===== config.mk =====
export PLATFORM = sky130hd
export DESIGN_NAME = cqd_merge
export DESIGN_NICKNAME = d
export VERILOG_FILES = /design/src/sv/cqd_pkg.sv /design/src/sv/cqd_merge.sv
export SDC_FILE = /design/constraint.sdc
export NUM_CORES = 1
export LEC_CHECK = 0
export ABC_AREA = 1
export BUFFER_PORTS_ARGS = -buffer_cell sky130_fd_sc_hd__buf_4
export CAP_MARGIN = 15
export CELL_PAD_IN_SITES_DETAIL_PLACEMENT = 0
export CELL_PAD_IN_SITES_GLOBAL_PLACEMENT = 1
export CORE_AREA = 2 2 160 162
export DETAILED_ROUTE_END_ITERATION = 10
export DIE_AREA = 0 0 162 164
export PLACE_DENSITY_LB_ADDON = 0.12
export SYNTH_ARGS = -nofsm -noshare
export SYNTH_HDL_FRONTEND = slang
export SYNTH_SLANG_ARGS = --single-unit
export TNS_END_PERCENT = 1

===== constraint.sdc =====
create_clock -name clk -period 2.19 [get_ports clk]
set_input_delay 0.3285 -clock clk [delete_from_list [all_inputs] [get_ports clk]]
set_output_delay 0.3285 -clock clk [all_outputs]
set_load 0.02 [all_outputs]

===== src/sv/cqd_pkg.sv =====
`default_nettype none
// ----------------------------------------------------------------------------
// Coefficient quantizer package
// Shared widths, register indexes, the lane settings type and its derivation.
// ----------------------------------------------------------------------------
package cqd_pkg;

	localparam int LANES            = 4;
	localparam int MAX_BLOCK_COEFFS = 1024;
	localparam int COEFF_W          = 24;
	localparam int LEVEL_W          = 16;
	localparam int RECON_W          = 32;
	localparam int AC_W             = 16;
	localparam int CFG_W            = 32;
	localparam int ACC_W            = $clog2(MAX_BLOCK_COEFFS + 1);
	localparam int CNT_W            = $clog2(LANES + 1);

	typedef enum logic [2:0] {
		REG_LOG_SCALE   = 3'd0,
		REG_ZBIN        = 3'd1,
		REG_ROUND       = 3'd2,
		REG_QUANT       = 3'd3,
		REG_QUANT_SHIFT = 3'd4,
		REG_DEQUANT     = 3'd5
	} reg_idx_t;

	typedef struct packed {
		logic [1:0]         ls;
		logic signed [15:0] ac_thr;
		logic signed [15:0] ac_add;
		logic signed [15:0] ac_qm;
		logic signed [15:0] ac_sh;
		logic signed [15:0] ac_iq;
		logic [16:0]        dc_thr;
		logic [16:0]        dc_add;
		logic [15:0]        dc_q;
		logic [15:0]        dc_qs;
		logic [15:0]        dc_dq;
	} cfg_t;

	typedef struct packed {
		logic dc;
		logic pass;
		logic neg;
		logic zero;
	} lane_flags_t;

	function automatic logic [16:0] round_scale(input logic [15:0] x, input logic [1:0] ls);
		logic [16:0] half;
		logic [16:0] sum;
		half = (17'd1 << ls) >> 1;
		sum = {1'b0, x} + half;
		return sum >> ls;
	endfunction

	function automatic cfg_t derive_cfg(input logic [1:0] log_scale, input logic [31:0] zbin,
			input logic [31:0] rnd, input logic [31:0] qnt, input logic [31:0] qsh,
			input logic [31:0] deq);
		cfg_t c;
		logic [1:0] ls;
		logic [16:0] tmp;
		logic [17:0] shx;
		ls = (log_scale == 2'd3) ? 2'd2 : log_scale;
		c.ls = ls;
		tmp = round_scale(zbin[31:16], ls);
		c.ac_thr = tmp[15:0];
		tmp = round_scale(rnd[31:16], ls);
		c.ac_add = tmp[15:0];
		c.ac_qm = qnt[31:16];
		shx = {2'b00, qsh[31:16]} << ls;
		c.ac_sh = shx[15:0];
		c.ac_iq = deq[31:16];
		c.dc_thr = round_scale(zbin[15:0], ls);
		c.dc_add = round_scale(rnd[15:0], ls);
		c.dc_q = qnt[15:0];
		c.dc_qs = qsh[15:0];
		c.dc_dq = deq[15:0];
		return c;
	endfunction

endpackage
`default_nettype wire


===== src/sv/cqd_merge.sv =====
`default_nettype none
// ----------------------------------------------------------------------------
// Coefficient quantizer merge stage
// Counts the nonzero levels of all lanes, keeps the saturating block count and
// holds the result word in the output register.
// ----------------------------------------------------------------------------
module cqd_merge import cqd_pkg::*; (
	input  logic                       clk,
	input  logic                       arst_n,
	input  logic                       adv,
	input  logic                       valid_s4,
	input  logic                       first_s4,
	input  logic                       last_s4,
	input  logic signed [LEVEL_W-1:0]  lane_level [LANES],
	input  logic signed [RECON_W-1:0]  lane_recon [LANES],
	input  logic [LANES-1:0]           lane_nonzero,
	output logic                       valid_s5,
	output logic signed [LEVEL_W-1:0]  level_s5 [LANES],
	output logic signed [RECON_W-1:0]  recon_s5 [LANES],
	output logic [ACC_W-1:0]           total_s5,
	output logic                       done_s5
);

	logic [ACC_W-1:0] acc_q;
	logic [CNT_W-1:0] cnt;
	logic [ACC_W-1:0] base;
	logic [ACC_W:0]   sum;
	logic [ACC_W-1:0] sat;

	always_comb begin
		cnt = '0;
		for (int i = 0; i < LANES; i++) begin
			cnt = cnt + CNT_W'(lane_nonzero[i]);
		end
		base = first_s4 ? '0 : acc_q;
		sum = {1'b0, base} + (ACC_W + 1)'(cnt);
		sat = (sum > (ACC_W + 1)'(MAX_BLOCK_COEFFS)) ? ACC_W'(MAX_BLOCK_COEFFS) : sum[ACC_W-1:0];
	end

	always_ff @(posedge clk or negedge arst_n) begin
		if (!arst_n) begin
			valid_s5 <= 1'b0;
			acc_q <= '0;
		end else if (adv) begin
			valid_s5 <= valid_s4;
			if (valid_s4) begin
				acc_q <= last_s4 ? '0 : sat;
			end
		end
	end

	always_ff @(posedge clk) begin
		if (adv) begin
			level_s5 <= lane_level;
			recon_s5 <= lane_recon;
			total_s5 <= last_s4 ? sat : '0;
			done_s5 <= last_s4;
		end
	end

endmodule
`default_nettype wire


* Yosys cells after proc, flatten, opt, wreduce, memory -nomap -nowiden
Cells that the tools add are included.
** Storage, ports and cells
- Output and inout bits :: 205
- Flip-flop bits (word level) :: 216
** Cells by class
- Muxes and demuxes :: 3
- Reductions and logical operators :: 1
- $add $sub $neg :: 4
- $lt $le $gt $ge :: 1
** Operators with widths (number)
- $mux 11 :: 3
- $add 11x3->12 :: 1
- $gt 12x11->1 const B :: 1
- $add 2x1->3 :: 1
- $add 3x1->3 :: 1
- $add 1x1->2 :: 1
- $reduce_and 2->1 :: 1

* Depth between registers and ports, before layout
- Word-level depth :: 7
- Depth in mapped cells :: 17

* Worst setup path before layout
OpenSTA, ideal clock, no wires.
- Kind :: input to register
- Start :: input lane_nonzero[0]
- End :: register total_s5[6], data pin
- Cell stages on the path :: 15
- Path buffers :: 1
- Setup time :: 142 ps
- Slack :: -531 ps
- Data arrival time :: 2580 ps
- Path through :: fa_1 -> inv_1 -> fa_1 -> inv_1 -> fa_1 -> nor2_1 -> nand3_1 -> nor2_1 -> nand2_1 -> nor2_1 -> nand3_1 -> nand2_2 -> buf_6 -> nand2_1 -> nor2_1
** Between the ends
- Cells in the longest elaborated chain, start to end :: 6
** RTL lines
- start: declaration :: line cqd_merge.sv:16 : input logic [LANES-1:0] lane_nonzero,
- $add 1x1->2 * :: line cqd_merge.sv:33 : cnt = cnt + CNT_W'(lane_nonzero[i]);
- $add 2x1->3 * :: line cqd_merge.sv:33
- $add 3x1->3 * :: line cqd_merge.sv:33
- $add 11x3->12 * :: line cqd_merge.sv:36 : sum = {1'b0, base} + (ACC_W + 1)'(cnt);
- $gt 12x11->1 :: line cqd_merge.sv:37 : sat = (sum > (ACC_W + 1)'(MAX_BLOCK_COEFFS)) ? ACC_W'(MAX_BLOCK_COEFFS) : sum[ACC_W-1:0];
- $mux 11 * :: line cqd_merge.sv:37
- end signal: assignment :: line cqd_merge.sv:56 : total_s5 <= last_s4 ? sat : '0;
- end: declaration :: line cqd_merge.sv:20 : output logic [ACC_W-1:0] total_s5,
Mark *: on every way between the ends. The rest lies on a longest branch, timed or not.
A chain may end at the register's enable or synchronous reset.

* Worst setup path in the final report
- Start :: input lane_nonzero[0]
- End :: register total_s5[5], data pin
Same word-level chain as after synthesis.

==> run metrics <==
Vias 5674; fill count 2074; Tmin final 2.39 ns; Peak Freq 0.418 GHz; Hold Path Sink done_s5$_DFFE_PP_; count of different cell masters after synthesis 25; share of layout cells above drive strength 1 0.471; Post-Syn Nets 578; I/O pins 407; cell count of the worst reg-to-reg path 14; Worst Setup Slack, final -0.202 ns; status finished with violations; cell count after synthesis 372; initial DRC count 345; PortBufs 406; # diodes 0; synthesized area per cell 19.3 um^2; Vias per Instance 4.15; RSZ-0062 raised after global routing true; Final Instance Area 0.0136 mm^2; Core Area 0.0248 mm^2; critical path endpoint category flip-flop; Final Skew 0.0107 ns; multi-input logic area 687 um^2; busiest grt layer met2; clock tree buffer depth 3; final net count 1226; critical path peak fanout 6; FF-to-FF Start acc_q[0]$_DFFE_PN0P_; worst hold path type in2reg; Std-Cell Rows 58; Synth Area in Adders 0.0101; Max rail drop VDD 0.451 mV; number of global-route vias before repair 5795; Rel. slew slack 0.695; Vert. Die Dim 164 um; clock buffer count from CTS 23; violated checks negative setup slack; Area Growth Syn to Fin 89.3%; final hold violation count 0; GRT met1 Usage 0.198; Initial Util 0.290; CTS tree yes; DRT Wirelength 26200 um; met2 Track Usage GR 0.350; Clock transition at path regs 0.06 ns; Critical Path AT 2.74 ns; Residual DRC 0; CTS Sinks 216; H-tree depth 1; clk_lat worst skew 0.50 ns; Reg area 0.00643 mm^2; R2R setup slack -0.17 ns; critical path class in2reg; Cell Area, Synth 0.00719 mm^2; antenna viol nets, final 0; total gr overflow 0; hold path depth 1; Synth area leaders edfxtp_1 85%, dfrtp_1 4.2%, nand2_1 3.0%; max_cap viols 0; DIE WIDTH 162 um; Final period util 1.09; YS warnings 0; Tot GR Track Use 0.183; CP Launch Type primary input; Placed Area 0.0109 mm^2; largest net degree at the start of global routing 86; GR Layer Usage met3 0.0437; Seq cells post-synth 216; post-synthesis sequential area ratio 0.894; DP HPWL 19200 um; simple-gate share of the synthesized area 0.0742; post-synthesis mux area share 0; wire per inst 19.2 um; global placement routability congestion 0.829; top cell type by total area after synthesis edfxtp_1; leak pwr 0.00582 uW; setup violators final 21; hold path start last_s4; Pwr Density 776 mW/mm^2; worst hold slack 0.0456 ns; post-synth top area share 0.853; CTS root buf clkbuf_16; DRT Pass-1 Iters 5; required time worst endpoint 2.54 ns; die area 0.0266 mm^2; R2R Path End total_s5[5]$_SDFFCE_PN0P_; Post-CTS Setup Bufs 0; Tightest Pin Transition 0.458 ns; largest family of logic cells by synthesized area simple AND/OR/NAND/NOR gates; global-route wire length before repair 36100 um; final slew viol count 0; xor and xnor area share after synthesis 0; Synth Area in Compound Gates 0.00644; initial antenna violation count 0
==> worst max-delay path by stage <==
stage / end / start
5_1_grt: total_s5[8]$_SDFFCE_PN0P_ / lane_nonzero[0]
3_5_place_dp: total_s5[5]$_SDFFCE_PN0P_ / lane_nonzero[0]
6_report: total_s5[5]$_SDFFCE_PN0P_ / lane_nonzero[0]
2_1_floorplan: total_s5[6]$_SDFFCE_PN0P_ / lane_nonzero[0]
3_3_place_gp: total_s5[2]$_SDFFCE_PN0P_ / lane_nonzero[0]
4_1_cts: total_s5[5]$_SDFFCE_PN0P_ / lane_nonzero[0]
==> layout make-up <==
class,count,share of cell area
clock buffers,32,0.0448
clock inverters,10,0.00892
inverters,20,0.00570
multi-input cells,132,0.0505
flip-flops and latches,216,0.472
well taps,330,0.0304
repair buffers,627,0.387
==> cells by family after synthesis <==
group	after synthesis
DFF	216
and+or+nand+nor	121
buffers and inverters	24
AOI/OAI and AO/OA	7
adders and majority gates	4
==> flip-flops by register name, indices dropped and copies added, names as in the netlist <==
| name | count |
|---|---|
| done_s5 | 1 |
| recon_s5 | 128 |
| level_s5 | 64 |
| total_s5 | 11 |
| valid_s5 | 1 |
| acc_q | 11 |
==> Yosys cell counts (all sizes together) <==
cell type / count
clkinv: 1
edfxtp: 204
dfrtp: 12
nand3b: 1
inv: 19
nand2: 66
nand4: 1
clkbuf: 1
buf: 3
nor2: 29
a22o: 1
nand3: 24
a21oi: 1
o21ai: 5
fa: 3
ha: 1
==> stage by stage <==
stage | instances | setup TNS [ns] | util | power (uW) | setup WS (ns)
6_report | 1367 | -3.10 | 0.548 | 10500 | -0.202
3_3_place_gp | 1131 | -15.19 | 0.439 | 6510 | -0.760
5_1_grt | 1367 | -6.24 | 0.548 | 10900 | -0.369
2_1_floorplan | 372 | -8.36 | - | 5550 | -0.445
3_5_place_dp | 1131 | -14.98 | 0.439 | 6520 | -0.756
4_1_cts | 1366 | -2.69 | 0.546 | 10600 | -0.194
==> power by group <==
part / total [uW] / internal (uW) / switching [uW] / leakage (uW)
clock network: 3800 / 2290 / 1510 / 0.000350
logic: 1780 / 895 / 881 / 0.00331
registers: 4970 / 4870 / 97.0 / 0.00216
total: 10500 / 8060 / 2490 / 0.00582
==> routing by layer <==
layer  vias up  share of wire
met1      2768           0.36
li1       2663              -
met2       209           0.55
met4         0          0.030
met5         -              0
met3        34          0.066
==> critical path, cell delays in order <==
cell,delay (ns)
buf_6,0.09
fa_1,0.52
inv_1,0.05
fa_2,0.33
inv_2,0.07
fa_2,0.44
nor2_2,0.09
nand3_1,0.08
nor2_1,0.09
nand2_1,0.07
nor2_2,0.11
nand3_2,0.09
nand2_4,0.13
buf_12,0.12
nand2_2,0.05
nor2_2,0.08
==> placed cells by master (no fill, tap or decap), drive strengths merged <==
cell	synthesis	routed
buf	3	432
o21ai	5	5
a22o	1	1
clkinv	1	7
ha	1	1
nand2	66	66
edfxtp	204	204
inv	19	20
fa	3	3
nor2	29	29
a21oi	1	1
nand3b	1	1
bufinv	0	3
dlygate4sd3	0	193
dfrtp	12	12
clkbuf	1	34
nand3	24	24
nand4	1	1
==> what timing repair did <==
item	in CTS	in global routing
gates resized for setup	3	7
pin swaps	0	4
hold endpoints to repair	204	0
endpoints found under the setup margin	22	22
hold buffers	193	0
gates cloned	0	1
Power figures use the tool's default switching activity.
