**src/sv/cqd_pkg.sv**
```systemverilog
`default_nettype none
// ----------------------------------------------------------------------------
// Coefficient quantizer package
// Shared widths, register indexes, the lane settings type and its derivation.
// ----------------------------------------------------------------------------
package cqd_pkg;

	localparam int LANES            = 4;
	localparam int MAX_BLOCK_COEFFS = 1024;
	localparam int COEFF_W          = 24;
	localparam int LEVEL_W          = 16;
	localparam int RECON_W          = 32;
	localparam int AC_W             = 16;
	localparam int CFG_W            = 32;
	localparam int ACC_W            = $clog2(MAX_BLOCK_COEFFS + 1);
	localparam int CNT_W            = $clog2(LANES + 1);

	typedef enum logic [2:0] {
		REG_LOG_SCALE   = 3'd0,
		REG_ZBIN        = 3'd1,
		REG_ROUND       = 3'd2,
		REG_QUANT       = 3'd3,
		REG_QUANT_SHIFT = 3'd4,
		REG_DEQUANT     = 3'd5
	} reg_idx_t;

	typedef struct packed {
		logic [1:0]         ls;
		logic signed [15:0] ac_thr;
		logic signed [15:0] ac_add;
		logic signed [15:0] ac_qm;
		logic signed [15:0] ac_sh;
		logic signed [15:0] ac_iq;
		logic [16:0]        dc_thr;
		logic [16:0]        dc_add;
		logic [15:0]        dc_q;
		logic [15:0]        dc_qs;
		logic [15:0]        dc_dq;
	} cfg_t;

	typedef struct packed {
		logic dc;
		logic pass;
		logic neg;
		logic zero;
	} lane_flags_t;

	function automatic logic [16:0] round_scale(input logic [15:0] x, input logic [1:0] ls);
		logic [16:0] half;
		logic [16:0] sum;
		half = (17'd1 << ls) >> 1;
		sum = {1'b0, x} + half;
		return sum >> ls;
	endfunction

	function automatic cfg_t derive_cfg(input logic [1:0] log_scale, input logic [31:0] zbin,
			input logic [31:0] rnd, input logic [31:0] qnt, input logic [31:0] qsh,
			input logic [31:0] deq);
		cfg_t c;
		logic [1:0] ls;
		logic [16:0] tmp;
		logic [17:0] shx;
		ls = (log_scale == 2'd3) ? 2'd2 : log_scale;
		c.ls = ls;
		tmp = round_scale(zbin[31:16], ls);
		c.ac_thr = tmp[15:0];
		tmp = round_scale(rnd[31:16], ls);
		c.ac_add = tmp[15:0];
		c.ac_qm = qnt[31:16];
		shx = {2'b00, qsh[31:16]} << ls;
		c.ac_sh = shx[15:0];
		c.ac_iq = deq[31:16];
		c.dc_thr = round_scale(zbin[15:0], ls);
		c.dc_add = round_scale(rnd[15:0], ls);
		c.dc_q = qnt[15:0];
		c.dc_qs = qsh[15:0];
		c.dc_dq = deq[15:0];
		return c;
	endfunction

endpackage
`default_nettype wire

```
**src/sv/cqd_lane.sv**
```systemverilog
`default_nettype none
// ----------------------------------------------------------------------------
// Coefficient quantizer lane
// Four-stage dead-zone quantizer and dequantizer for one coefficient, with a
// DC mode in 32-bit arithmetic and an AC mode in 16-bit arithmetic.
// ----------------------------------------------------------------------------
module cqd_lane import cqd_pkg::*; (
	input  logic                       clk,
	input  logic                       adv,
	input  cfg_t                       cfg,
	input  logic signed [COEFF_W-1:0]  coeff,
	input  logic                       is_dc,
	output logic signed [LEVEL_W-1:0]  level,
	output logic signed [RECON_W-1:0]  recon,
	output logic                       nonzero
);

	logic                neg0;
	logic                zero0;
	logic [COEFF_W-1:0]  abs0;
	logic [COEFF_W:0]    dc_sum;
	logic [15:0]         dc_m;
	logic                dc_pass;
	logic signed [15:0]  c16;
	logic signed [15:0]  mag;
	logic signed [16:0]  ac_sum;
	logic [15:0]         ac_m;
	logic                ac_pass;
	lane_flags_t         flags0;

	logic [15:0]         m_s1;
	lane_flags_t         flags_s1;
	logic signed [16:0]  opa1, opb1;
	logic signed [33:0]  p1;

	logic [31:0]         p1_s2;
	logic [15:0]         m_s2;
	lane_flags_t         flags_s2;
	logic [15:0]         t2;
	logic signed [16:0]  opa2, opb2;
	logic signed [33:0]  p2;

	logic [31:0]         p2_s3;
	lane_flags_t         flags_s3;
	logic [31:0]         dc_shifted;
	logic [15:0]         l_raw;
	logic [15:0]         l3;
	logic signed [16:0]  opa3, opb3;
	logic signed [33:0]  p3;

	logic [15:0]         l_s4;
	logic signed [31:0]  p3_s4;
	lane_flags_t         flags_s4;
	logic signed [31:0]  r32;
	logic signed [15:0]  r16;
	logic signed [31:0]  rv;
	logic signed [31:0]  lv;
	logic                neg_apply;
	logic                clear;
	logic signed [31:0]  lv_f;
	logic signed [31:0]  rv_f;

	always_comb begin
		neg0 = coeff[COEFF_W-1];
		zero0 = (coeff == '0);
		abs0 = neg0 ? COEFF_W'(-coeff) : coeff;
		dc_pass = abs0 >= COEFF_W'(cfg.dc_thr);
		dc_sum = {1'b0, abs0} + (COEFF_W + 1)'(cfg.dc_add);
		dc_m = (dc_sum > (COEFF_W + 1)'(16'h7FFF)) ? 16'h7FFF : dc_sum[15:0];
		if (coeff[COEFF_W-1:15] == '0 || coeff[COEFF_W-1:15] == '1) begin
			c16 = coeff[15:0];
		end else begin
			c16 = neg0 ? 16'sh8000 : 16'sh7FFF;
		end
		mag = neg0 ? -c16 : c16;
		ac_pass = mag >= cfg.ac_thr;
		ac_sum = {mag[15], mag} + {cfg.ac_add[15], cfg.ac_add};
		if (ac_sum[16] != ac_sum[15]) begin
			ac_m = ac_sum[16] ? 16'h8000 : 16'h7FFF;
		end else begin
			ac_m = ac_sum[15:0];
		end
		flags0.dc = is_dc;
		flags0.pass = is_dc ? dc_pass : ac_pass;
		flags0.neg = neg0;
		flags0.zero = zero0;
	end

	always_ff @(posedge clk) begin
		if (adv) begin
			m_s1 <= is_dc ? dc_m : ac_m;
			flags_s1 <= flags0;
		end
	end

	always_comb begin
		opa1 = flags_s1.dc ? {1'b0, m_s1} : {m_s1[15], m_s1};
		opb1 = flags_s1.dc ? {1'b0, cfg.dc_q} : {cfg.ac_qm[15], cfg.ac_qm};
		p1 = opa1 * opb1;
	end

	always_ff @(posedge clk) begin
		if (adv) begin
			p1_s2 <= p1[31:0];
			m_s2 <= m_s1;
			flags_s2 <= flags_s1;
		end
	end

	always_comb begin
		t2 = p1_s2[31:16] + m_s2;
		opa2 = flags_s2.dc ? {1'b0, t2} : {t2[15], t2};
		opb2 = flags_s2.dc ? {1'b0, cfg.dc_qs} : {cfg.ac_sh[15], cfg.ac_sh};
		p2 = opa2 * opb2;
	end

	always_ff @(posedge clk) begin
		if (adv) begin
			p2_s3 <= p2[31:0];
			flags_s3 <= flags_s2;
		end
	end

	always_comb begin
		dc_shifted = p2_s3 << cfg.ls;
		l_raw = flags_s3.dc ? dc_shifted[31:16] : p2_s3[31:16];
		l3 = flags_s3.pass ? l_raw : 16'h0000;
		opa3 = {l3[15], l3};
		opb3 = flags_s3.dc ? {1'b0, cfg.dc_dq} : {cfg.ac_iq[15], cfg.ac_iq};
		p3 = opa3 * opb3;
	end

	always_ff @(posedge clk) begin
		if (adv) begin
			l_s4 <= l3;
			p3_s4 <= p3[31:0];
			flags_s4 <= flags_s3;
		end
	end

	always_comb begin
		r32 = p3_s4 >>> cfg.ls;
		r16 = $signed(p3_s4[15:0]) >>> cfg.ls;
		rv = flags_s4.dc ? r32 : {{16{r16[15]}}, r16};
		lv = {{16{l_s4[15]}}, l_s4};
		neg_apply = flags_s4.dc ? (flags_s4.neg || flags_s4.zero) : flags_s4.neg;
		clear = !flags_s4.dc && flags_s4.zero;
		if (clear) begin
			lv_f = '0;
			rv_f = '0;
		end else if (neg_apply) begin
			lv_f = -lv;
			rv_f = -rv;
		end else begin
			lv_f = lv;
			rv_f = rv;
		end
		level = lv_f[15:0];
		recon = flags_s4.dc ? rv_f : {{16{rv_f[15]}}, rv_f[15:0]};
		nonzero = |lv_f[15:0];
	end

endmodule
`default_nettype wire

```
**config.mk**
```make
export PLATFORM = sky130hd
export DESIGN_NAME = cqd_lane
export DESIGN_NICKNAME = d
export VERILOG_FILES = /design/src/sv/cqd_pkg.sv /design/src/sv/cqd_lane.sv
export SDC_FILE = /design/constraint.sdc
export NUM_CORES = 2
export LEC_CHECK = 0
export BUFFER_PORTS_ARGS = -buffer_cell sky130_fd_sc_hd__buf_2
export CORE_MARGIN = 5
export CORE_UTILIZATION = 51
export DETAILED_ROUTE_END_ITERATION = 12
export PLACE_DENSITY = 0.69
export REMOVE_ABC_BUFFERS = 1
export SETUP_SLACK_MARGIN = 0.1
export SLEW_MARGIN = 10
export SYNTH_ARGS = -nofsm -noshare
export SYNTH_HDL_FRONTEND = slang
export SYNTH_SLANG_ARGS = --single-unit
```
**constraint.sdc**
```tcl
create_clock -name clk -period 10.7 [get_ports clk]
set_input_delay 0 -clock clk [delete_from_list [all_inputs] [get_ports clk]]
set_output_delay 0 -clock clk [all_outputs]
set_load 0.005 [all_outputs]
```
* After elaboration in Yosys (flattened, before gate mapping)
Index checks and enable logic that the tools add are counted.
** Storage, ports and cells
- Register bits after elaboration :: 159
- Output and inout bits :: 49
- Logic and storage cells :: 69
** Operators by class
- Add/subtract/negate cells :: 7
- Multiply operators :: 3
- $lt $le $gt $ge :: 3
- Equality and inequality tests :: 2
- Shift operators :: 3
- Mux-type cells :: 23
- Reduce and logical (&&, ||, !) cells :: 7
** Operators with widths (number)
- 16-bit 2-to-1 mux :: 11
- 32-bit 2-to-1 mux :: 4
- 17-bit 2-to-1 mux :: 5
- 17-bit by 17-bit multiplier with 32-bit output :: 2
- 16-bit by 17-bit multiplier with 32-bit output :: 1
- 16-bit negation :: 2
- 32-bit negation :: 1
- 32-bit by 2-bit left shift with 32-bit output :: 1
- 32-bit by 2-bit >>> shifter with 32-bit output :: 1
- 24-bit by 17-bit adder with 25-bit output :: 1
- 25-bit by 15-bit greater-than comparator with 1-bit output (second input constant) :: 1
- 24-bit by 17-bit >= comparator with 1-bit output :: 1
- 24-bit logical NOT :: 1
- 24-bit 2-to-1 mux :: 1
- 24-bit negation :: 1
- 16-bit by 16-bit adder with 17-bit output :: 1
- 16-bit adder :: 1
- 16-bit >= comparator :: 1
- 16-bit OR reduction :: 1
- 16-bit by 2-bit >>> shifter with 16-bit output :: 1
- 9-bit equality test (second input constant) :: 1
- 9-bit logical NOT :: 1
- 1-bit logical OR :: 2
- 1-bit 2-to-1 mux :: 2
- 3 further kinds :: 3

* Depth between registers and ports, before layout
- Depth in word-level cells :: 9
- Depth in mapped cells :: 34

* Worst setup path after synthesis
Ideal clock, no wire load.
- Kind :: register -> register
- Start point :: register p1_s2[17]
- End point :: register p2_s3[31], data pin
- Setup time :: 258 ps
- Arrival time :: 8315 ps
- Data required time :: 10442 ps
- Setup slack :: 2126 ps
- Stages on the path, launching flop included :: 32
- Cells stage by stage :: edfxtp_1 -> ha_1 -> a211oi_1 -> o21ai_0 -> o2111ai_1 -> nand3_1 -> o41ai_1 -> o21ai_0 -> xnor2_1 -> clkbuf_1 -> clkbuf_1 -> nand2_1 -> fa_1 -> inv_1 -> fa_1 -> clkbuf_1 -> xor2_1 -> xor2_1 -> fa_1 -> fa_1 -> inv_1 -> fa_1 -> inv_1 -> ha_1 -> a21oi_1 -> o21ai_0 -> nor3_1 -> a21oi_1 -> a31o_2 -> o41ai_1 -> xnor2_1 -> xnor2_1
** Between the ends
- Word-level cells in the longest chain between the ends :: 3
** RTL lines
- start, declared :: RTL line cqd_lane.sv:36 : logic [31:0] p1_s2;
- start signal, assigned :: RTL line cqd_lane.sv:104 : p1_s2 <= p1[31:0];
- 16-bit adder :: RTL line cqd_lane.sv:111 : t2 = p1_s2[31:16] + m_s2;
- 17-bit 2-to-1 mux :: RTL line cqd_lane.sv:112 : opa2 = flags_s2.dc ? {1'b0, t2} : {t2[15], t2};
- 17-bit by 17-bit multiplier with 32-bit output :: RTL line cqd_lane.sv:114 : p2 = opa2 * opb2;
- named net p2[31] :: RTL line cqd_lane.sv:41 : logic signed [33:0] p2;
- end signal, assigned :: RTL line cqd_lane.sv:119 : p2_s3 <= p2[31:0];
- end, declared :: RTL line cqd_lane.sv:43 : logic [31:0] p2_s3;
The timed path passes the listed nets, and every way through them passes these cells.
A chain may end at the register's enable or synchronous reset.

* Final worst setup path
Ends and elaborated chain as after synthesis.

==> run_results.csv <==
group,metric,value,unit
routing,post-route-drc-count,0,
global_route,grt_max_degree,86,
timing,slew_viol_final,0,
timing,setup_tns,0,ps
global_route,grt_pass1_vias,33191,
setup_path,slowest_delay,820,ps
timing,final.setup_skew,16.54,ps
timing,min_period_over_period,90.71,%
setup_path,cp-startpoint,"p1_s2[17]",
setup_path,crit_type,"flop to flop",
cts,cts_made_buffers,17,
finish,final_nets,6029,
routing,drt_pass1_iterations,8,
yosys,ys_types,83,
cts,cts_max_level,4,
setup_path,crit_top_cell,"fa_1",
yosys,synth_enable_flop_cells,130,
setup_path,slowest_stage,"xnor2_2",
floorplan,ios,240,
floorplan,die_area,86850,um2
place,io_buffers,239,
finish,syn2layout_area_growth,7.249,%
global_route,grt.overflow.total,0,
yosys,ys_warn_count,0,
global_route,grt_usage,25.58,%
cts,cts_resized,0,
yosys,yosysSeqAreaShare,9.443,%
finish,multiInputGateArea,33160,um2
yosys,ys_async_sr_fraction,0,%
routing,first_iter_violations,1964,
timing,setup_viol,0,
floorplan,die_h,294.7,um
setup_path,cp_num_cells,28,
cts,clk_pin_slew,60,ps
routing,vias_per_cell,5.482,
yosys,synth_top_flop_cell,"edfxtp_1",
setup_path,cp_max_fo,21,
floorplan,fp.dieW,294.7,um
setup_path,reg2reg_to,"p2_s3[31]",
setup_path,start_kind,"flop",
worst_hold_path,min_path_type,"primary input to flop",
finish,mostFrequentLayoutCells,"inv_1, fa_1, nand2_1",
yosys,synth_area_per_cell,9.152,um2
cts,clk_latency,470,ps
timing,max_slew_margin,16.33,%
setup_path,endpoint,"p2_s3[31]",
cts,cts_root_buffer,"clkbuf_16",
setup_path,r2r_cells,28,
setup_path,timing.rr.start,"p1_s2[17]",
timing,rsz0062_at_grt,"no",
global_route,grt_pass1_wl,175800,um
place,place_congestion,0.9147,
setup_path,required,10910,ps
setup_path,path_buf_inv,3,
floorplan,start_util,51.41,%
cts,tritoncts,"yes",
routing,wl_per_cell,18.83,um
routing,ant_nets,0,
setup_path,cp_top_family,"adder cells",
yosys,synth_seq_cells,130,
timing,tightest_slew,1246,ps
timing,period_needed,9706,ps
finish,final_common_cell,"inv_1",
yosys,syn-cell-area,41340,um2
setup_path,worst_ep_arrival_time,9920,ps
routing,num_vias,31560,
worst_hold_path,whs_path_depth,4,
finish,fill_cells,7262,
yosys,syn_inst,4517,
run_status,outcome,"finished clean",
place,hpwlAfterDp,89260,um
run,max-cap-violations,0,
finish,drive_gt1_share,9.178,%
cts,clockBufferDepth,2,
global_route,grt_antenna_before_repair,2,
setup_path,end_kind,"flop",
setup_path,rrSetupSlack,990,ps
cts,cts_sinks,130,
floorplan,design.core.area,80420,um2
routing,wl,108400,um
finish,regArea,3904,um2
floorplan,num_rows,104,
timing,fmax,103.0,MHz
timing,hold_violations,0,
==> state kept, by name, indices dropped and copies added (netlist names) <==
signal and flops:
p3_s4 32, m_s1 16, m_s2 16, flags_s4 3, p2_s3 19, flags_s2 4, l_s4 16, p1_s2 16
flags_s3 4, flags_s1 4
==> cells by family (layout without fill, tap and decap cells) <==
logic type      count (synthesis)  in the layout  synth area share, %
compound gates                489            489                7.624
other cells                     0              1                    0
buf+inv                      1135           1314                10.43
simple gates                 1275           1275                14.06
mux                           119            119                3.880
xor+xnor                      213            213                4.513
flops                         130            130                9.443
fa+ha+maj                    1156           1156                50.05
==> how the worst min path moves through the flow <==
stage	start	endpoint	slack, ps
6_report	cfg[130]	m_s1[0]	80
3_5_place_dp	is_dc	flags_s1[3]	350
4_1_cts	cfg[130]	m_s1[0]	40
3_3_place_gp	is_dc	flags_s1[3]	360
5_1_grt	coeff[21]	flags_s1[0]	80
2_1_floorplan	coeff[23]	flags_s1[1]	100
==> layout make-up <==
class | count | area share [%]
repair buffers | 295 | 3.677
diodes | 1 | 0.005644
multi-input cells | 3252 | 74.80
clock inverters | 15 | 0.4064
inverters | 987 | 8.356
well taps | 1060 | 2.991
flip-flops and latches | 130 | 8.805
clock buffers | 17 | 0.9595
==> stage by stage <==
step | hold slack (ps) | util [%] | cells | area, um2 | setup slack (ps)
3_5_place_dp | 346.2 | 54.33 | 5721 | 43690 | 1056
3_3_place_gp | 359.7 | 54.33 | 5721 | 43690 | 1375
2_1_floorplan | 98.87 | - | 4369 | 40730 | 1975
6_report | 77.12 | 55.13 | 5757 | 44340 | 993.8
5_1_grt | 83.41 | 55.13 | 5756 | 44330 | 231.5
4_1_cts | 38.93 | 55.12 | 5756 | 44330 | 1039
==> synth_stat cells (20+ instances only) <==
master / number / area (um2)
nand2b_1: 60 / 375.4
edfxtp_1: 130 / 3904
mux2_2: 37 / 416.7
inv_1: 982 / 3686
nor2_1: 361 / 1355
a21oi_1: 176 / 880.8
nand3_1: 20 / 100.1
xnor2_1: 149 / 1305
o21ai_0: 76 / 380.4
fa_1: 830 / 16620
xor2_1: 64 / 560.5
a31oi_1: 22 / 137.6
clkbuf_1: 122 / 457.9
a21o_1: 52 / 390.4
ha_1: 325 / 4066
and2_1: 60 / 375.4
nand2_1: 522 / 1959
mux4_2: 25 / 563.0
nor3_1: 42 / 210.2
mux2i_1: 50 / 500.5
nor2b_1: 117 / 732.0
==> per-layer routing <==
metal / part of all wire [%] / wire, um / GRT usage (%) / vias to the layer above
met5: 0.012 / 13 / 0 / -
met4: 3.8 / 4147 / 8.840 / 2
met3: 7.7 / 8330 / 4.913 / 247
met2: 48 / 51990 / 42.61 / 1225
met1: 41 / 43940 / 33.79 / 15755
li1: - / - / - / 14331
==> timing repair <==
action,4_1_cts,5_1_grt
setup buffers,0,0
hold buffers,3,0
setup endpoints to repair,0,0
hold endpoints to repair,3,0
==> worst min-delay path, cell delays in order <==
cell,delay (ps)
buf_2,90
ha_1,140
a21oi_1,60
a31oi_1,130
Power is left out: the tool's default activity adds up to more than one toggle a clock period on the data nets, which glitch-free logic cannot reach.
